### config.mk
export PLATFORM = sky130hd
export DESIGN_NAME = bcop_ram
export DESIGN_NICKNAME = d
export VERILOG_FILES = /design/src/rtl/bcop_ram.sv
export SDC_FILE = /design/constraint.sdc
export NUM_CORES = 1
export LEC_CHECK = 0
export ABC_AREA = 1
export ABC_CLOCK_PERIOD_IN_PS = 1100
export BUFFER_PORTS_ARGS = -buffer_cell sky130_fd_sc_hd__buf_4
export CORE_ASPECT_RATIO = 0.75
export CORE_UTILIZATION = 40
export DETAILED_ROUTE_END_ITERATION = 16
export MAX_ROUTING_LAYER = met4
export PLACE_DENSITY = 0.63
export RECOVER_POWER = 50
export SYNTH_ARGS = -nofsm -noshare
export SYNTH_HDL_FRONTEND = slang
export SYNTH_SLANG_ARGS = --single-unit
### constraint.sdc
create_clock -name clk -period 1.1 [get_ports clk]
set_input_delay 0.11 -clock clk [delete_from_list [all_inputs] [get_ports clk]]
set_output_delay 0.11 -clock clk [all_outputs]
set_load 0.01 [all_outputs]
### src/rtl/bcop_ram.sv
// Generic simple dual-port RAM with one write port and a registered read port.
`default_nettype none

module bcop_ram #(
  parameter int WIDTH = 8,
  parameter int DEPTH = 16
) (
  input  logic                     clk,
  input  logic                     we,
  input  logic [$clog2(DEPTH)-1:0] waddr,
  input  logic [WIDTH-1:0]         wdata,
  input  logic                     re,
  input  logic [$clog2(DEPTH)-1:0] raddr,
  output logic [WIDTH-1:0]         rdata
);

  logic [WIDTH-1:0] mem [DEPTH];

  always_ff @(posedge clk) begin
    if (we) begin
      mem[waddr] <= wdata;
    end
    if (re) begin
      rdata <= mem[raddr];
    end
  end

endmodule

`default_nettype wire

# ---- After elaboration in Yosys (flattened, before gate mapping)
# Memory sizes are Yosys's and may differ from the RTL's. A register that Yosys moved wholly into a read port is not among the register bits.
# Cells that the tools add are included.
dict set report totals {
  ram_bits 128
  register_bits 0
  word_cells 3
  output_inout_bits 8
  n_memories 1
}
# memory depth word_bits read_ports rd_clocked_by_memory_dff wr line
set memory_table {}
lappend memory_table {mem 16 8 1 1 1 17} ;# logic [WIDTH-1:0] mem [DEPTH];
dict set report op_classes {
  muxes 2
}
# cell n
set op_table {}
lappend op_table {{$mux 1} 2}

# ---- Logic depth before layout (Yosys ltp)
dict set report depth {
  word_depth 2
  ltp_mapped 8
  depth_no_buf 7
}

# ---- Worst setup path before layout
# OpenSTA, ideal clock, no wires.
dict set report synth_path {
  path_kind {input -> register}
  start {in waddr[3]}
  end {mem mem[4][0] (enable)}
  n_path_buf 0
  slack_ps 39
  stages 2
  arrival_ps 691
  required_time_ps 730
  path_cell_list {nand3b_1 > nor2_1}
}
# element line
set synth_lines {}
lappend synth_lines {{from (decl)} 10} ;# input logic [$clog2(DEPTH)-1:0] waddr,
lappend synth_lines {{to (decl)} 17}
# No word-level cell before the write port.

# ---- Worst setup path after layout
dict set report layout_path {
  start {reg rdata[0] (read register of mem)}
  end {out rdata[0]}
}
# element line
set layout_lines {}
lappend layout_lines {{from (decl)} 14} ;# output logic [WIDTH-1:0] rdata
# No word-level cell between the ends.

==> results.txt <==
----------------------------------------------------
[Clocking]
  Number of clock sinks ... 136
  CTS tree ... yes
  Clock network latency to the later pin of the worst-skew pair ... 0.42 ns
  Maximum level of the CTS H-tree ... 4
  Clock buffer count from CTS ... 17
  Clk root buf ... sky130_fd_sc_hd__clkbuf_16
  Post-CTS Setup Inserts ... 0
  Clock slew seen by the registers of the worst setup and hold paths ... 0.06 ns
  Buffers from clock root to sink, at most ... 2

[Power and ir drop]
  Psw ... 2760 µW
  Clk pwr share ... 0.475
  Power density over the cells ... 1760 nW/µm²
  Power Internal ... 10100 µW
  Leakage power ... 0.00312 µW
  Worst supply voltage drop on vdd ... 1.35 mV
  Switching power share of the total ... 0.214
  Portion of total power attributed to combinational logic ... 0.069
  Fraction of power consumed by sequential logic ... 0.456

[Status]
  Violations in the final reports ... negative setup slack
  Result of the run ... finished, violations left

[Placed design]
  IO Port Bufs ... 26
  Estimated wirelength of the detail-placed design ... 9.16 mm
  Post-Place Cells ... 780
  Placer congestion estimate ... 0.842

[STA]
  Number of slew-limit violations in the final report ... 0
  F_max ... 0.879 GHz
  RSZ-0062 raised after global routing ... true
  Max-slew headroom ... 0.363
  Final Cycle Share ... 1.03
  Worst Slack Setup Final ... -0.0377 ns
  Final setup skew ... 0.00362 ns
  Final critical delay including setup and external delays ... 1.14 ns
  Setup tns final ... -0.0852 ns
  Setup violators final ... 5
  Endpoints failing hold ... 0
  Transition at the pin with the smallest max-transition slack ... 0.956 ns

[Global routing]
  Met1 usage ... 0.301
  Global-route layer with the greatest usage ... met1
  Met3 routing resource usage after global routing ... 0.0540
  Initial antenna violation count ... 0
  GR Layer Usage met2 ... 0.286
  Total routing resource utilization after global routing ... 0.209
  Total congestion overflow after global routing ... 0
  Via count of the first global-routing pass ... 3785
  Global-route wire length before repair ... 22.0 mm
  Maximum number of pins on one net before global-route repair ... 40

[Synthesis]
  Top post-synthesis cells by area ... sky130_fd_sc_hd__edfxtp_1 70%, sky130_fd_sc_hd__nand2_1 11%, sky130_fd_sc_hd__nand3_1 8.3%, sky130_fd_sc_hd__inv_1 6.4%, sky130_fd_sc_hd__buf_6 1.2%
  Post-synth cell types ... 11
  Average cell area after synthesis ... 10.6 µm²
  Yosys top cell by area ... sky130_fd_sc_hd__edfxtp_1
  Synth Cell Area ... 5850 µm²
  Synth Area in Adders ... 0
  Proportion of synthesized area in mux cells ... 0
  Number of register bits inferred by synthesis ... 136
  Compound-gate portion of the synthesized area ... 0
  Fraction of the yosys area taken by sequential cells ... 0.698
  Syn Inst Count ... 551
  Main combinational cell family by area after synthesis ... simple AND/OR/NAND/NOR gates
  Number of warnings printed during yosys synthesis ... 0
  Fraction of the mapped netlist area in simple logic gates ... 0.208
  Parity-gate share of the synthesized area counting xor and xnor cells ... 0
  Area fraction of the dominant cell type after synthesis ... 0.698
  Net count after synthesis ... 570

[Routing]
  WL per Instance ... 17.4 µm
  Number of nets with antenna violations after detailed routing ... 0
  Overall routed net length ... 14.1 mm
  Total iterations of the first detailed-routing run ... 5
  Number of vias after detailed routing ... 3994
  Detail-routed via count per cell ... 4.92
  Drt initial violations ... 400
  Residual DRC ... 0

[Critical path]
  Required time worst endpoint ... 0.99 ns
  Delay contributed by the slowest stage of the critical path ... 0.45 ns
  Category of the worst setup path launch point ... flip-flop
  Cell type group with the largest total delay on the critical path ... flip-flops
  Crit path buffers/inverters ... 1
  Startpoint-to-endpoint class of the critical path ... reg2out
  Critical path's slowest cell ... sky130_fd_sc_hd__edfxtp_1
  Cells traversed along the worst timing path ... buf_6
  Endpoint arrival time on the critical path ... 1.03 ns
  Endpoint kind of the worst setup timing path ... output pin
  Max FO, Critical Path ... 1

[Floorplan]
  Floorplan die height ... 107 µm
  # rows ... 37
  # IOs ... 27
  Initial Utilization ... 0.418
  Die span in x ... 142 µm
  Standard cell core area ... 14000 µm²
  Area of the die ... 15100 µm²

[Cells and area]
  Number of diodes added for antenna fixing ... 0
  Proportion of layout cells with a drive suffix above 1 ... 0.220
  Utilization after layout ... 0.524
  Multi-input gate area in the final layout ... 1490 µm²
  Non-filler instance count after layout ... 812
  Net total in the final layout ... 624
  Sequential cell area ... 4080 µm²
  Fill count ... 1242
  Signed area change from the synthesized netlist to the final layout ... 25.4%

[Job]
  Max-cap violation count ... 0

[Hold path]
  Worst min-delay path class ... in2reg

----------------------------------------------------
[final cells by class]
cell class,count,area share
well taps,195,0.0333
flip-flops and latches,136,0.557
inverters,102,0.0522
multi-input cells,289,0.203
clock buffers,17,0.0580
clock inverters,14,0.0280
repair buffers,59,0.0685
[registers in the layout (all words and copies together) (netlist names)]
signal,flops
rdata,8
mem,128
[synthesized netlist by cell type]
master                     number
sky130_fd_sc_hd__buf_1          1
sky130_fd_sc_hd__buf_2         13
sky130_fd_sc_hd__buf_4          4
sky130_fd_sc_hd__buf_6          6
sky130_fd_sc_hd__edfxtp_1     136
sky130_fd_sc_hd__inv_1        100
sky130_fd_sc_hd__inv_2          2
sky130_fd_sc_hd__nand2_1      173
sky130_fd_sc_hd__nand3_1       97
sky130_fd_sc_hd__nand3b_1       2
sky130_fd_sc_hd__nor2_1        17
[power groups by stage]
stage               Clock (µW)  Sequential [µW]  Combinational [µW]
floorplan                    0             5990                 409
global placement             0             5980                 792
detailed placement           0             5990                 806
CTS                       6190             5880                 841
global route              6410             5890                 980
finish                    6120             5890                 892
[per-stage QoR]
stage | setup WS, ns | power [µW] | hold slack [ns] | instance area (µm²)
floorplan | 0.0392 | 6390 | 0.209 | 5850
global placement | -0.225 | 6770 | 0.408 | 6430
detailed placement | -0.229 | 6790 | 0.422 | 6430
CTS | -0.0441 | 12900 | 0.0414 | 7150
global route | -0.0601 | 13300 | 0.111 | 7330
finish | -0.0377 | 12900 | 0.105 | 7330
[layout by cell type (no fill, tap or decap)]
| cell | synthesis | final |
|---|---|---|
| sky130_fd_sc_hd__inv_6 | 0 | 1 |
| sky130_fd_sc_hd__bufinv_16 | 0 | 5 |
| sky130_fd_sc_hd__nand3_1 | 97 | 49 |
| sky130_fd_sc_hd__nand3_4 | 0 | 2 |
| sky130_fd_sc_hd__clkbuf_16 | 0 | 17 |
| sky130_fd_sc_hd__buf_4 | 4 | 37 |
| sky130_fd_sc_hd__dlygate4sd3_1 | 0 | 1 |
| sky130_fd_sc_hd__clkinv_2 | 0 | 3 |
| sky130_fd_sc_hd__clkbuf_1 | 0 | 10 |
| sky130_fd_sc_hd__inv_2 | 2 | 4 |
| sky130_fd_sc_hd__edfxtp_1 | 136 | 136 |
| sky130_fd_sc_hd__nand2_2 | 0 | 7 |
| sky130_fd_sc_hd__buf_6 | 6 | 5 |
| sky130_fd_sc_hd__nand2_1 | 173 | 166 |
| sky130_fd_sc_hd__nand3b_1 | 2 | 2 |
| sky130_fd_sc_hd__buf_12 | 0 | 6 |
| sky130_fd_sc_hd__clkinv_1 | 0 | 2 |
| sky130_fd_sc_hd__nand3_2 | 0 | 46 |
| sky130_fd_sc_hd__inv_1 | 100 | 98 |
| sky130_fd_sc_hd__clkinv_4 | 0 | 1 |
| sky130_fd_sc_hd__clkinvlp_4 | 0 | 2 |
| sky130_fd_sc_hd__nor2_1 | 17 | 17 |
[metal layers]
layer | wire length, µm | up-vias
met5 | 0 | -
met4 | 143 | 0
met3 | 1270 | 13
met2 | 6210 | 174
met1 | 6490 | 1921
li1 | - | 1886
[logic make-up (layout without fill, tap and decap cells)]
family                 after synthesis  count (layout)
and+or+nand+nor                    289             289
buffers and inverters              126             192
DFF                                136             136
[what timing repair did]
item | 4_1_cts | 5_1_grt
resized for setup | 16 | 48
hold buffers | 1 | 0
gates cloned | 0 | 0
hold endpoints to repair | 8 | 0
pin swaps | 2 | 22
endpoints found under the setup margin | 12 | 13
[path summary, 6_finish.rpt]
kind              startpoint  endpoint  slack [ns]  cells after the start
setup reg to reg  mem[15][3]  rdata[3]           0                      6
setup / recovery    rdata[0]  rdata[0]       -0.04                      1
hold / removal      raddr[3]  rdata[7]        0.10                      3
hold reg to reg    mem[6][2]  rdata[2]        0.74                      6
(Power assumes the default switching activity.)
