## src/rtl/bcop_pkg.sv

```systemverilog
// Shared constants, types and helpers for the Bayer column offset profile block.
`default_nettype none

package bcop_pkg;

  // Frame size limits
  localparam int MAX_WIDTH  = 4096;
  localparam int MAX_HEIGHT = 4096;
  localparam int HALF_MAX_W = MAX_WIDTH / 2;

  // Field widths
  localparam int SIZE_W        = 13;
  localparam int PIXEL_W       = 24;
  localparam int OFFSET_W      = 25;
  localparam int CH_W          = 2;
  localparam int COLUMN_PAIR_W = 11;
  localparam int CFG_IDX_W     = 3;
  localparam int CFG_DATA_W    = 24;

  // Counters and column sum storage
  localparam int COL_W      = $clog2(MAX_WIDTH);
  localparam int ROW_W      = $clog2(MAX_HEIGHT);
  localparam int HALF_IDX_W = $clog2(HALF_MAX_W);
  localparam int SUM_W      = 37;
  localparam int RAM_DEPTH  = 4 * HALF_MAX_W;
  localparam int RAM_AW     = $clog2(RAM_DEPTH);

  // Divider: divisor is height / 2
  localparam int DIV_W  = SIZE_W - 1;
  localparam int STEP_W = $clog2(SUM_W);

  localparam logic [PIXEL_W-1:0] OFFSET_LIMIT = {PIXEL_W{1'b1}};
  localparam logic [SIZE_W-1:0]  SIZE_MAX_W   = SIZE_W'(MAX_WIDTH);
  localparam logic [SIZE_W-1:0]  SIZE_MAX_H   = SIZE_W'(MAX_HEIGHT);

  // Configuration register indexes
  typedef enum logic [CFG_IDX_W-1:0] {
    REG_FRAME_WIDTH  = 3'd0,
    REG_FRAME_HEIGHT = 3'd1,
    REG_MEAN_RED     = 3'd2,
    REG_MEAN_GREEN_R = 3'd3,
    REG_MEAN_GREEN_B = 3'd4,
    REG_MEAN_BLUE    = 3'd5
  } cfg_reg_t;

  // Current configuration, as seen by the datapath
  typedef struct packed {
    logic [SIZE_W-1:0]             frame_width;
    logic [SIZE_W-1:0]             frame_height;
    logic [3:0][PIXEL_W-1:0]       mean;
  } cfg_regs_t;

  // Divide request
  typedef struct packed {
    logic                     start;
    logic signed [SUM_W-1:0]  dividend;
    logic [DIV_W-1:0]         divisor;
  } div_req_t;

  // Force even size, at least 2, at most the given maximum
  function automatic logic [SIZE_W-1:0] clamp_size(input logic [CFG_DATA_W-1:0] value,
                                                   input logic [SIZE_W-1:0] max_size);
    logic [SIZE_W-1:0] e;
    e = {value[SIZE_W-1:1], 1'b0};
    if (e < SIZE_W'(2)) e = SIZE_W'(2);
    if (e > max_size) e = {max_size[SIZE_W-1:1], 1'b0};
    return e;
  endfunction

endpackage

`default_nettype wire

```

## src/rtl/bcop_cfg_if.sv

```systemverilog
// Configuration write channel: valid/ready with register index and data.
`default_nettype none

interface bcop_cfg_if;
  logic                            valid;
  logic                            ready;
  logic [bcop_pkg::CFG_IDX_W-1:0]  index;
  logic [bcop_pkg::CFG_DATA_W-1:0] data;

  modport source (output valid, output index, output data, input ready);
  modport sink   (input valid, input index, input data, output ready);
endinterface

`default_nettype wire

```

## src/rtl/bcop_cfg_regs.sv

```systemverilog
// Configuration register file: frame size and the four channel means.
`default_nettype none

module bcop_cfg_regs (
  input  logic                clk,
  input  logic                rst,
  bcop_cfg_if.sink            cfg,
  output bcop_pkg::cfg_regs_t regs
);
  import bcop_pkg::*;

  // Writes are always taken
  assign cfg.ready = 1'b1;

  always_ff @(posedge clk) begin
    if (rst) begin
      regs.frame_width  <= clamp_size(CFG_DATA_W'(MAX_WIDTH), SIZE_MAX_W);
      regs.frame_height <= clamp_size(CFG_DATA_W'(MAX_HEIGHT), SIZE_MAX_H);
      regs.mean         <= '0;
    end else if (cfg.valid) begin
      case (cfg_reg_t'(cfg.index))
        REG_FRAME_WIDTH:  regs.frame_width  <= clamp_size(cfg.data, SIZE_MAX_W);
        REG_FRAME_HEIGHT: regs.frame_height <= clamp_size(cfg.data, SIZE_MAX_H);
        REG_MEAN_RED:     regs.mean[0]      <= cfg.data[PIXEL_W-1:0];
        REG_MEAN_GREEN_R: regs.mean[1]      <= cfg.data[PIXEL_W-1:0];
        REG_MEAN_GREEN_B: regs.mean[2]      <= cfg.data[PIXEL_W-1:0];
        REG_MEAN_BLUE:    regs.mean[3]      <= cfg.data[PIXEL_W-1:0];
        default: ;
      endcase
    end
  end

endmodule

`default_nettype wire

```

## src/flat_wrapper.sv

```systemverilog
// flat-port wrapper written by rule: the top's interface ports become plain ports
module bcop_cfg_regs_flat import bcop_pkg::*;
  (clk, rst, regs, cfg_valid, cfg_index, cfg_data, cfg_ready);
  bcop_cfg_if cfg_i ();
  input  logic clk;
  input  logic rst;
  output bcop_pkg::cfg_regs_t regs;
  input wire logic [$bits(cfg_i.valid)-1:0] cfg_valid;
  input wire logic [$bits(cfg_i.index)-1:0] cfg_index;
  input wire logic [$bits(cfg_i.data)-1:0] cfg_data;
  output wire logic [$bits(cfg_i.ready)-1:0] cfg_ready;
  assign cfg_i.valid = cfg_valid;
  assign cfg_i.index = cfg_index;
  assign cfg_i.data = cfg_data;
  assign cfg_ready = cfg_i.ready;
  bcop_cfg_regs u_core (.clk(clk), .rst(rst), .cfg(cfg_i), .regs(regs));
endmodule
```

## config.mk

```make
export PLATFORM = sky130hd
export DESIGN_NAME = bcop_cfg_regs_flat
export DESIGN_NICKNAME = d
export VERILOG_FILES = /design/src/rtl/bcop_pkg.sv /design/src/rtl/bcop_cfg_if.sv /design/src/rtl/bcop_cfg_regs.sv /design/src/flat_wrapper.sv
export SDC_FILE = /design/constraint.sdc
export NUM_CORES = 1
export LEC_CHECK = 0
export ABC_AREA = 1
export CAP_MARGIN = 20
export CORE_UTILIZATION = 50
export CTS_CLUSTER_DIAMETER = 80
export DETAILED_ROUTE_END_ITERATION = 8
export DONT_BUFFER_PORTS = 1
export PLACE_DENSITY = 0.72
export SLEW_MARGIN = 5
export SYNTH_ARGS = -nofsm -noshare
export SYNTH_HDL_FRONTEND = slang
export SYNTH_SLANG_ARGS = --single-unit
export TNS_END_PERCENT = 30
```

## constraint.sdc

```tcl
create_clock -name clk -period 1.5 [get_ports clk]
set_clock_uncertainty 0.05 [all_clocks]
set_input_delay 0.075 -clock clk [delete_from_list [all_inputs] [get_ports clk]]
set_output_delay 0.075 -clock clk [all_outputs]
set_load 0.1 [all_outputs]
```

; ---- Yosys cells after proc, flatten, opt, wreduce, memory -nomap -nowiden
; Cells that the tools add are included.
[word_totals]
reg_bits = 122
inputBits = 30
output_inout_bits = 123
elab_cells = 30
[classes]
magnitude_cmp = 3
n_eq_ne = 5
mux = 9
n_reduce_logical = 7
[ops]
columns = cell, n
row1 = $mux 13, 9
row2 = $gt 13x13->1 const B, 2
row3 = $lt 13x2->1 const B, 1
row4 = $reduce_and 2->1, 6
row5 = $eq 3x2->1 const B, 2
row6 = $eq 3x3->1 const B, 2
row7 = $eq 3x1->1 const B, 1
row8 = $logic_not 3->1, 1

; ---- Logic depth before layout (Yosys ltp)
; Gate-level depths: netlist of run 1.
[logic_depth]
word_depth = 7
mapped_depth = 8

; ---- Worst setup path before layout of run 1
; No wires, ideal clock.
[synth_path]
path_kind = reg-to-reg
from = reg u_core.regs[100] (netlist name)
to = reg u_core.regs[100] (netlist name)
setup_time_ns = 0.071
arrival_ns = 1.245
required_time_ns = 1.379
setup_slack_ns = 0.134
stages_incl_launch_ff = 3
path_buffers = 0
period_less_slack_ns = 1.366
path_cell_list = dfxtp_1 -> o21ai_0 -> a21oi_1

; ---- Worst setup path after layout of run 1
[layout_path]
from = in cfg_index[0]
to = reg u_core.regs[121] (netlist name)
[layout_between]
elab_chain_cells = 2
[layout_lines]
columns = element, line_no
row1 = start: declaration, flat_wrapper.sv:9  ; input wire logic [$bits(cfg_i.index)-1:0] cfg_index;
row2 = $logic_not 3->1, bcop_cfg_regs.sv:21  ; case (cfg_reg_t'(cfg.index))
row3 = $reduce_and 2->1 (no source line), --
; Every way passes these cells.
; A chain may end at the register's enable or synchronous reset.

==> flow_summary.ini, run 1 <==
[placed_design]
post_detailed_placement_half_perimeter_wirelength_um = 7910
placed_cells_incl_taps = 728
io_buffer_count = 0
routability_congestion_estimate = 0.802

[sta]
slew-limit-headroom = 0.531
fmax_ghz = 0.695
timing_worst_slew_pin_value_ps = 702
hold_violations = 0
setup_viol = 0
hold-worst-slack_ps = 35.2
slew_viol_final = 0
finalCritPeriodShare = 0.959
post-route-min-period_ps = 1440

[detailed_routing]
dr_total_vias = 4314
route.detailed.wl_per_inst_um = 16.3
drtAntennaViolNets = 0
vias_per_cell = 5.39
drt_pre_antenna_iters = 7
detail_route.drc_violations = 0
detail_route.wirelength_um = 13000
drt-initial-drc-count = 303

[finish]
post_layout_nonfiller_instances = 801
nets = 713
most_frequent_cells_in_the_layout = 148 x sky130_fd_sc_hd__nor2_1, 129 x sky130_fd_sc_hd__buf_4, 120 x sky130_fd_sc_hd__o21ai_0, 120 x sky130_fd_sc_hd__dfxtp_1, 50 x sky130_fd_sc_hd__a21oi_1
layout.cells.most_common = sky130_fd_sc_hd__nor2_1
max_ffs_per_register = 120
biggestRegsByFlops = u_core.regs x120
largest_register = u_core.regs
fill_cells = 566
synthToLayoutAreaGrowth_pct = 47.5
antenna_cells_inserted = 0
drive_above_1_share = 0.251

[die]
die_area_um2 = 8800
placeableCoreArea_um2 = 8180
die_x_extent_um = 93.8
design.portCount = 153
floorplan.initialDensity = 0.515
placement_rows = 33
dieHeight_um = 93.8

[synth]
post-synth-top-area-cell = sky130_fd_sc_hd__dfxtp_1
synthesis.yosys.warnings = 0
synth.cell_area_um2 = 4210
synth_area_leaders = sky130_fd_sc_hd__dfxtp_1 57%, sky130_fd_sc_hd__o21ai_0 14%, sky130_fd_sc_hd__nor2_1 13%
synth_cells = 526
synth_seq_cells = 120
netlist-cell-type-count = 16
avgSynthCellArea_um2 = 8.01
yosysTopAreaCellShare = 0.570
yosysSeqAreaShare = 0.570

[worst_setup_path]
r2r_cells = 3
crit_type = in -> reg
critPathRequiredTime_ps = 1900
arrival_ps = 1840
cp_max_fo = 23
crit_reg_reg_endpoint = u_core.regs[108]$_SDFFE_PP1P_
worst_path_largest_cell_delay_ps = 580
worst_setup_path_end_kind = flip-flop
r2r_start = u_core.regs[108]$_SDFFE_PP1P_
worstSetupStartpointType = primary input
r2r_setup_slack_ps = 280
crit_path_cell_trace = inv_2, dlygate4sd3_1, nand2_1, nor2_1, buf_6, nand2_1, nand3_1, dlygate4sd3_1
worstSetupStartpoint = cfg_index[0]
timing.critical_path.slowest_stage_cell = sky130_fd_sc_hd__dlygate4sd3_1

[pwr]
ir_worst_vdd_mv = 0.960
static_leak_nw = 2.85
power_density_nw_per_um2 = 1430

[worst_hold_path]
holdPathStages = 5
holdCritStartpoint = cfg_data[7]
worstHoldPathType = in -> reg
worst_hold_path.endpoint = u_core.regs[99]$_SDFFE_PP0P_

[cts]
cts.clk_slew.worst_paths_ps = 60
cts_tree = yes
worstSkewPairLatency_ps = 510
cts_max_level = 4
post-cts-setup-buffer-count = 0
cts-root-to-sink-buffers = 2
cts_made_buffers = 17
clock-root-buffer = sky130_fd_sc_hd__clkbuf_8
number_of_sinks_on_the_clock_net = 120

[outcome]
outcome = complete, no violations

[grt]
antenna_found_initial = 0
grt.total_usage = 0.302
largest_net_degree_at_the_start_of_global_routing = 63
vias_in_the_first_global_route = 4086
gr-total-overflow = 0
grt_pass1_wl_um = 20100

[job]
maxCapViolations = 0
-- kinds of logic (layout without fill, tap and decap cells) --
logic type | count (synthesis) | after routing | share of synthesized area
compound gates | 170 | 170 | 0.202
buf+inv | 55 | 224 | 0.0579
flops | 120 | 120 | 0.570
other cells | 2 | 3 | 0.00178
simple gates | 179 | 179 | 0.168
-- power by group --
part | total, mW | internal, mW | switching [mW]
sequential | 3.37 | 3.30 | 0.0635
combinational | 1.46 | 0.301 | 1.15
clock | 4.06 | 2.58 | 1.48
-- cells in the mapped netlist --
library cell               number
sky130_fd_sc_hd__o21ai_0      120
sky130_fd_sc_hd__inv_2          5
sky130_fd_sc_hd__nand2_2        1
sky130_fd_sc_hd__conb_1         2
sky130_fd_sc_hd__a21oi_1       50
sky130_fd_sc_hd__inv_1         14
sky130_fd_sc_hd__dfxtp_1      120
sky130_fd_sc_hd__nor2_1       148
sky130_fd_sc_hd__nor3_4         2
sky130_fd_sc_hd__buf_2         18
sky130_fd_sc_hd__buf_4          4
sky130_fd_sc_hd__nand2_1       24
sky130_fd_sc_hd__nor3_1         1
sky130_fd_sc_hd__nand3_2        1
sky130_fd_sc_hd__nand3_1        2
sky130_fd_sc_hd__clkbuf_1      14
-- per-stage QoR --
| step | worst slack [ps] | total power [mW] | setup TNS (ps) | util | instance area, um^2 |
|---|---|---|---|---|---|
| 2_1_floorplan | 134 | 4.50 | 0 | - | 4220 |
| 3_3_place_gp | 450 | 4.72 | 0 | 0.635 | 5190 |
| 3_5_place_dp | 383 | 4.74 | 0 | 0.635 | 5190 |
| 4_1_cts | 47.2 | 8.88 | 0 | 0.760 | 6210 |
| 5_1_grt | -31.7 | 9.11 | -31.7 | 0.760 | 6220 |
| 6_report | 61.2 | 8.88 | 0 | 0.760 | 6220 |
-- worst max-delay path by stage --
stage                                    end  cells after the start
2_1_floorplan  u_core.regs[100]$_SDFFE_PP0P_                      2
3_3_place_gp     u_core.regs[0]$_SDFFE_PP0P_                      7
3_5_place_dp    u_core.regs[98]$_SDFFE_PP0P_                      7
4_1_cts         u_core.regs[21]$_SDFFE_PP0P_                      8
5_1_grt        u_core.regs[121]$_SDFFE_PP1P_                      8
6_report       u_core.regs[121]$_SDFFE_PP1P_                      8
-- layout make-up --
| type | count | area (um^2) | area share |
|---|---|---|---|
| multi-input combinational | 352 | 1570 | 0.253 |
| clock inverter | 14 | 171 | 0.0276 |
| sequential | 120 | 2400 | 0.386 |
| inverter | 19 | 71.3 | 0.0115 |
| timing repair buffer | 173 | 1440 | 0.232 |
| clock buffer | 18 | 428 | 0.0688 |
| tap | 105 | 131 | 0.0211 |
-- repair_timing --
action / CTS / global route
hold buffers: 41 / 1
hold endpoints to repair: 120 / 4
setup endpoints to repair: 0 / 18
gates resized for setup: 0 / 1
-- routing by layer --
| layer | GRT usage | share of wire |
|---|---|---|
| met1 | 0.371 | 0.42 |
| met2 | 0.482 | 0.48 |
| met3 | 0.0971 | 0.073 |
| met4 | 0.131 | 0.026 |
| met5 | 0 | 0 |
-- worst max-delay path: cells and delay by family --
kind                   cells  cell delay [ps]
buffers and inverters      4             1370
AND/OR/NAND/NOR            4              400
(Power assumes the default switching activity.)
==> run 2, diff against run 1 <==
CAP_MARGIN = 25   (was 20)
PLACE_DENSITY = unset   (was 0.72)
==> flow_summary.ini, run 2 (synthesis results as in run 1) <==
[grt]
vias_in_the_first_global_route = 3676
grt.total_usage = 0.278
antenna_found_initial = 0
grt_pass1_wl_um = 18700
gr-total-overflow = 0
largest_net_degree_at_the_start_of_global_routing = 121

[cts]
cts.clk_slew.worst_paths_ps = 60
cts_tree = yes
clock-root-buffer = sky130_fd_sc_hd__clkbuf_8
cts_max_level = 4
cts_made_buffers = 17
worstSkewPairLatency_ps = 500
cts-root-to-sink-buffers = 2
number_of_sinks_on_the_clock_net = 120

[worst_setup_path]
timing.critical_path.slowest_stage_cell = sky130_fd_sc_hd__dlygate4sd3_1
worstSetupStartpointType = primary input
cp_max_fo = 120
worst_path_largest_cell_delay_ps = 560
r2r_setup_slack_ps = 310
timing.critical_path.mode_cell = sky130_fd_sc_hd__dlygate4sd3_1
critPathRequiredTime_ps = 1850
crit_type = in -> reg
crit_path_cell_trace = dlygate4sd3_1, inv_2, buf_12, nand3_1, dlygate4sd3_1
worst_setup_path_end_kind = flip-flop
arrival_ps = 1750

[finish]
largest_register = u_core.regs
fin_area_um2 = 6090
drive_above_1_share = 0.251
nets = 703
most_frequent_cells_in_the_layout = 148 x sky130_fd_sc_hd__nor2_1, 129 x sky130_fd_sc_hd__buf_4, 120 x sky130_fd_sc_hd__o21ai_0, 120 x sky130_fd_sc_hd__dfxtp_1, 50 x sky130_fd_sc_hd__a21oi_1
layout.cells.most_common = sky130_fd_sc_hd__nor2_1
biggestRegsByFlops = u_core.regs x120
max_ffs_per_register = 120
post_layout_nonfiller_instances = 791
antenna_cells_inserted = 0
synthToLayoutAreaGrowth_pct = 44.6

[die]
floorplan.initialDensity = 0.515
die_area_um2 = 8800
dieHeight_um = 93.8
die_x_extent_um = 93.8
placement_rows = 33
placeableCoreArea_um2 = 8180
design.portCount = 153

[detailed_routing]
drtAntennaViolNets = 0
drt_pre_antenna_iters = 4
route.detailed.wl_per_inst_um = 15.3
vias_per_cell = 5.18
detail_route.wirelength_um = 12100
dr_total_vias = 4101
detail_route.drc_violations = 0
drt-initial-drc-count = 239

[sta]
unrepaired_setup_endpoints_after_global_routing = no
post-route-min-period_ps = 1410
finalCritPeriodShare = 0.938
setup_viol = 0
slew_viol_final = 0
fmax_ghz = 0.711
hold_violations = 0
final.setup.tns_ps = 0

[outcome]
outcome = complete, no violations

[job]
maxCapViolations = 0

[pwr]
power_density_nw_per_um2 = 1440
static_leak_nw = 2.79
ir_worst_vdd_mv = 1.02
finalPower_mw = 8.77

[placed_design]
placedInstanceArea_um2 = 5180
post_detailed_placement_half_perimeter_wirelength_um = 7410
io_buffer_count = 0
routability_congestion_estimate = 0.776
placed_cells_incl_taps = 727

[worst_hold_path]
worstHoldPathType = in -> reg
-- run 2: path summary, 6_finish.rpt --
kind,start,to,depth (start not counted)
hold / removal,cfg_index[0],u_core.regs[102]$_SDFFE_PP0P_,4
hold reg to reg,u_core.regs[71]$_SDFFE_PP0P_,u_core.regs[71]$_SDFFE_PP0P_,2
setup / recovery,rst,u_core.regs[108]$_SDFFE_PP1P_,5
setup reg to reg,u_core.regs[108]$_SDFFE_PP1P_,u_core.regs[108]$_SDFFE_PP1P_,3
-- run 2: critical path: cells and delay by family --
kind,cells,cell delay (ps)
buf+inv,4,1520
simple gates,1,110
-- run 2: cell type report --
| cell class | count | area (um^2) |
|---|---|---|
| inverters | 19 | 71.3 |
| fillers | 644 | 2080 |
| well taps | 105 | 131 |
| flip-flops and latches | 120 | 2400 |
| multi-input cells | 352 | 1570 |
| repair buffers | 163 | 1330 |
| clock buffers | 20 | 435 |
| clock inverters | 12 | 150 |
-- run 2: metrics by stage --
stage          hold WS [ps]  utilization  setup WS (ps)
2_1_floorplan           151            -            134
3_3_place_gp            158        0.634            428
3_5_place_dp            163        0.634            347
4_1_cts                19.6        0.741            143
5_1_grt                60.6        0.745           34.1
6_report               49.1        0.745           93.4
-- run 2: repair_timing --
action,CTS,global route
gates resized for setup,0,1
hold buffers,29,3
endpoints found under the setup margin,0,10
endpoints found under the hold margin,120,2
buffers inserted,0,0
-- run 2: layer usage --
layer / global-route usage / wire length, um / up-vias
met2: 0.406 / 5440 / 169
met4: 0.106 / 286 / 0
li1: - / - / 2017
met5: 0 / 0 / -
met1: 0.371 / 5410 / 1891
met3: 0.105 / 1010 / 24
-- run 2: power breakdown --
group          switching [mW]  internal (mW)
clock                    1.40           2.57
combinational            1.15          0.289
sequential             0.0594           3.30
total                    2.61           6.16
==> run 3, diff against run 2 <==
PLACE_DENSITY = 0.68   (was unset)
clock period = 1.2 ns   (was 1.5 ns; I/O delays follow)
==> flow_summary.ini, run 3 (synthesis results as in run 1) <==
[detailed_routing]
vias_per_cell = 6.22
drt-met1-wl_um = 6610
maxUsedRoutingLayer = met4
route.detailed.wl_per_inst_um = 24.7
met3RoutedLength_um = 2030
dr_total_vias = 5018
met2_length_um = 9780
detail_route.wirelength_um = 19900
drt-initial-drc-count = 429
drt_pre_antenna_iters = 6
detail_route.drc_violations = 0
drtAntennaViolNets = 0

[cts]
cts_tree = yes
number_of_sinks_on_the_clock_net = 120
worstSkewPairLatency_ps = 510
cts_made_buffers = 17
cts_max_level = 4
cts.clk_slew.worst_paths_ps = 70
post-cts-setup-buffer-count = 0
cts-root-to-sink-buffers = 2
clock-root-buffer = sky130_fd_sc_hd__clkbuf_8

[worst_setup_path]
critPathRequiredTime_ps = 1570
r2r_cells = 2
worst_setup_path_end_kind = flip-flop
critical-path-top-delay-family = simple AND/OR/NAND/NOR gates
timing.critical_path.buf_inv = 1
arrival_ps = 1840
cp_max_fo = 9
r2r_setup_slack_ps = 220
r2r_start = u_core.regs[107]$_SDFFE_PP0P_
crit_type = in -> reg
crit_path_cell_trace = dlygate4sd3_1, nor2_1, nand2_1, nor2_2, nand2_1, nand2_4, nand2_1, a21oi_1
worstSetupStartpointType = primary input
timing.critical_path.mode_cell = sky130_fd_sc_hd__nand2_1
crit_reg_reg_endpoint = u_core.regs[107]$_SDFFE_PP0P_
worst_path_largest_cell_delay_ps = 610
timing.critical_path.slowest_stage_cell = sky130_fd_sc_hd__dlygate4sd3_1

[outcome]
violations = hold timing, setup timing
outcome = finished with violations

[finish]
layout.cells.most_common = sky130_fd_sc_hd__nor2_1
fill_cells = 218
biggestRegsByFlops = u_core.regs x120
max_ffs_per_register = 120
largest_register = u_core.regs
nets = 719
antenna_cells_inserted = 0
post_layout_nonfiller_instances = 807
synthToLayoutAreaGrowth_pct = 83.6
most_frequent_cells_in_the_layout = 146 x sky130_fd_sc_hd__nor2_1, 120 x sky130_fd_sc_hd__o21ai_0, 116 x sky130_fd_sc_hd__dfxtp_2, 91 x sky130_fd_sc_hd__buf_12, 50 x sky130_fd_sc_hd__a21oi_1
drive_above_1_share = 0.423

[sta]
post-route-min-period_ps = 1470
final.setup.tns_ps = -3770
fmax_ghz = 0.678
post-route-worst-setup-slack_ps = -274
unrepaired_setup_endpoints_after_global_routing = yes
hold-worst-slack_ps = -97.5
hold_violations = 15
finalCritPeriodShare = 1.23
setup_viol = 25
slew_viol_final = 0

[placed_design]
io_buffer_count = 0
routability_congestion_estimate = 0.792
placed_cells_incl_taps = 730
post_detailed_placement_half_perimeter_wirelength_um = 7770

[pwr]
seq_power_share = 0.373
p_sw_frac = 0.323
static_leak_nw = 3.27
power_frac_clock = 0.436
power_density_nw_per_um2 = 1500
comb_power_share = 0.192
cell_internal_pwr_mw = 7.85
ir_worst_vdd_mv = 1.56
p_sw_mw = 3.74

[grt]
grt.total_usage = 0.345
gr-total-overflow = 0
largest_net_degree_at_the_start_of_global_routing = 121
vias_in_the_first_global_route = 4437
grt_pass1_wl_um = 22900
antenna_found_initial = 0

[worst_hold_path]
holdPathStages = 3
holdCritStartpoint = cfg_index[0]
worstHoldPathType = in -> reg
worst_hold_path.endpoint = u_core.regs[2]$_SDFFE_PP0P_

[die]
floorplan.initialDensity = 0.515
placement_rows = 33
die_x_extent_um = 93.8
die_area_um2 = 8800
dieHeight_um = 93.8
placeableCoreArea_um2 = 8180
design.portCount = 153

[job]
maxCapViolations = 0
-- run 3: cell types whose count changed in the layout (fill, tap and decap cells not counted), sizes merged --
cell	change
buf	+3
clkbuf	-2
bufinv	-1
dlygate4sd3	+11
clkinv	-1
inv	+1
clkinvlp	+3
dlymetal6s4s	+2
-- run 3: worst max-delay path by stage --
stage	start	endpoint	slack, ps	depth (start not counted)
2_1_floorplan	u_core.regs[54]$_SDFFE_PP0P_	u_core.regs[54]$_SDFFE_PP0P_	-170	2
3_3_place_gp	cfg_valid	u_core.regs[36]$_SDFFE_PP0P_	160	7
3_5_place_dp	cfg_valid	u_core.regs[30]$_SDFFE_PP0P_	70	7
4_1_cts	u_core.regs[86]$_SDFFE_PP0P_	regs[86]	-3	1
5_1_grt	cfg_data[2]	u_core.regs[102]$_SDFFE_PP0P_	-240	8
6_report	cfg_data[2]	u_core.regs[105]$_SDFFE_PP0P_	-270	8
-- run 3: per-stage QoR --
stage | instance area (um^2) | utilization | power (mW) | setup WS [ps]
after detailed placement | 5270 | 0.644 | 5.95 | 74.1
after floorplan | 4260 | - | 5.63 | -166
after global routing | 7740 | 0.946 | 11.8 | -241
final | 7740 | 0.946 | 11.6 | -274
after CTS | 7170 | 0.876 | 11.2 | -2.76
after global placement | 5270 | 0.644 | 5.92 | 163
-- run 3: area by class of cell --
cell class / count / area, um^2 / share of cell area
clock buffer: 18 / 428 / 0.0553
timing repair buffer: 179 / 2820 / 0.364
clock inverter: 14 / 150 / 0.0194
sequential: 120 / 2550 / 0.330
multi-input combinational: 352 / 1580 / 0.205
inverter: 19 / 71.3 / 0.00922
tap: 105 / 131 / 0.0170
-- run 3: timing repair --
action / 4_1_cts / 5_1_grt
endpoints found under the hold margin: 120 / 37
gates resized for setup: 247 / 165
hold buffers: 40 / 5
endpoints found under the setup margin: 120 / 137
gates cloned: 0 / 0
-- run 3: power by group through the flow --
stage	combinational [mW]	clock (mW)	sequential (mW)
final	2.22	5.05	4.32
after global routing	2.27	5.26	4.32
after CTS	1.97	4.92	4.26
after detailed placement	1.65	0	4.29
after global placement	1.63	0	4.29
after floorplan	0.347	0	5.28
-- run 3: worst min-delay path, stage by stage --
cell and delay [ps]:
sky130_fd_sc_hd__nor3_4 30, sky130_fd_sc_hd__buf_4 190, sky130_fd_sc_hd__a21oi_1 140
-- run 3: metal layers --
layer  global-route usage  up-vias
li1                     -     2049
met1                0.394     2369
met2                0.582      460
met3                0.120      140
met4                0.146        0
met5                    0        -
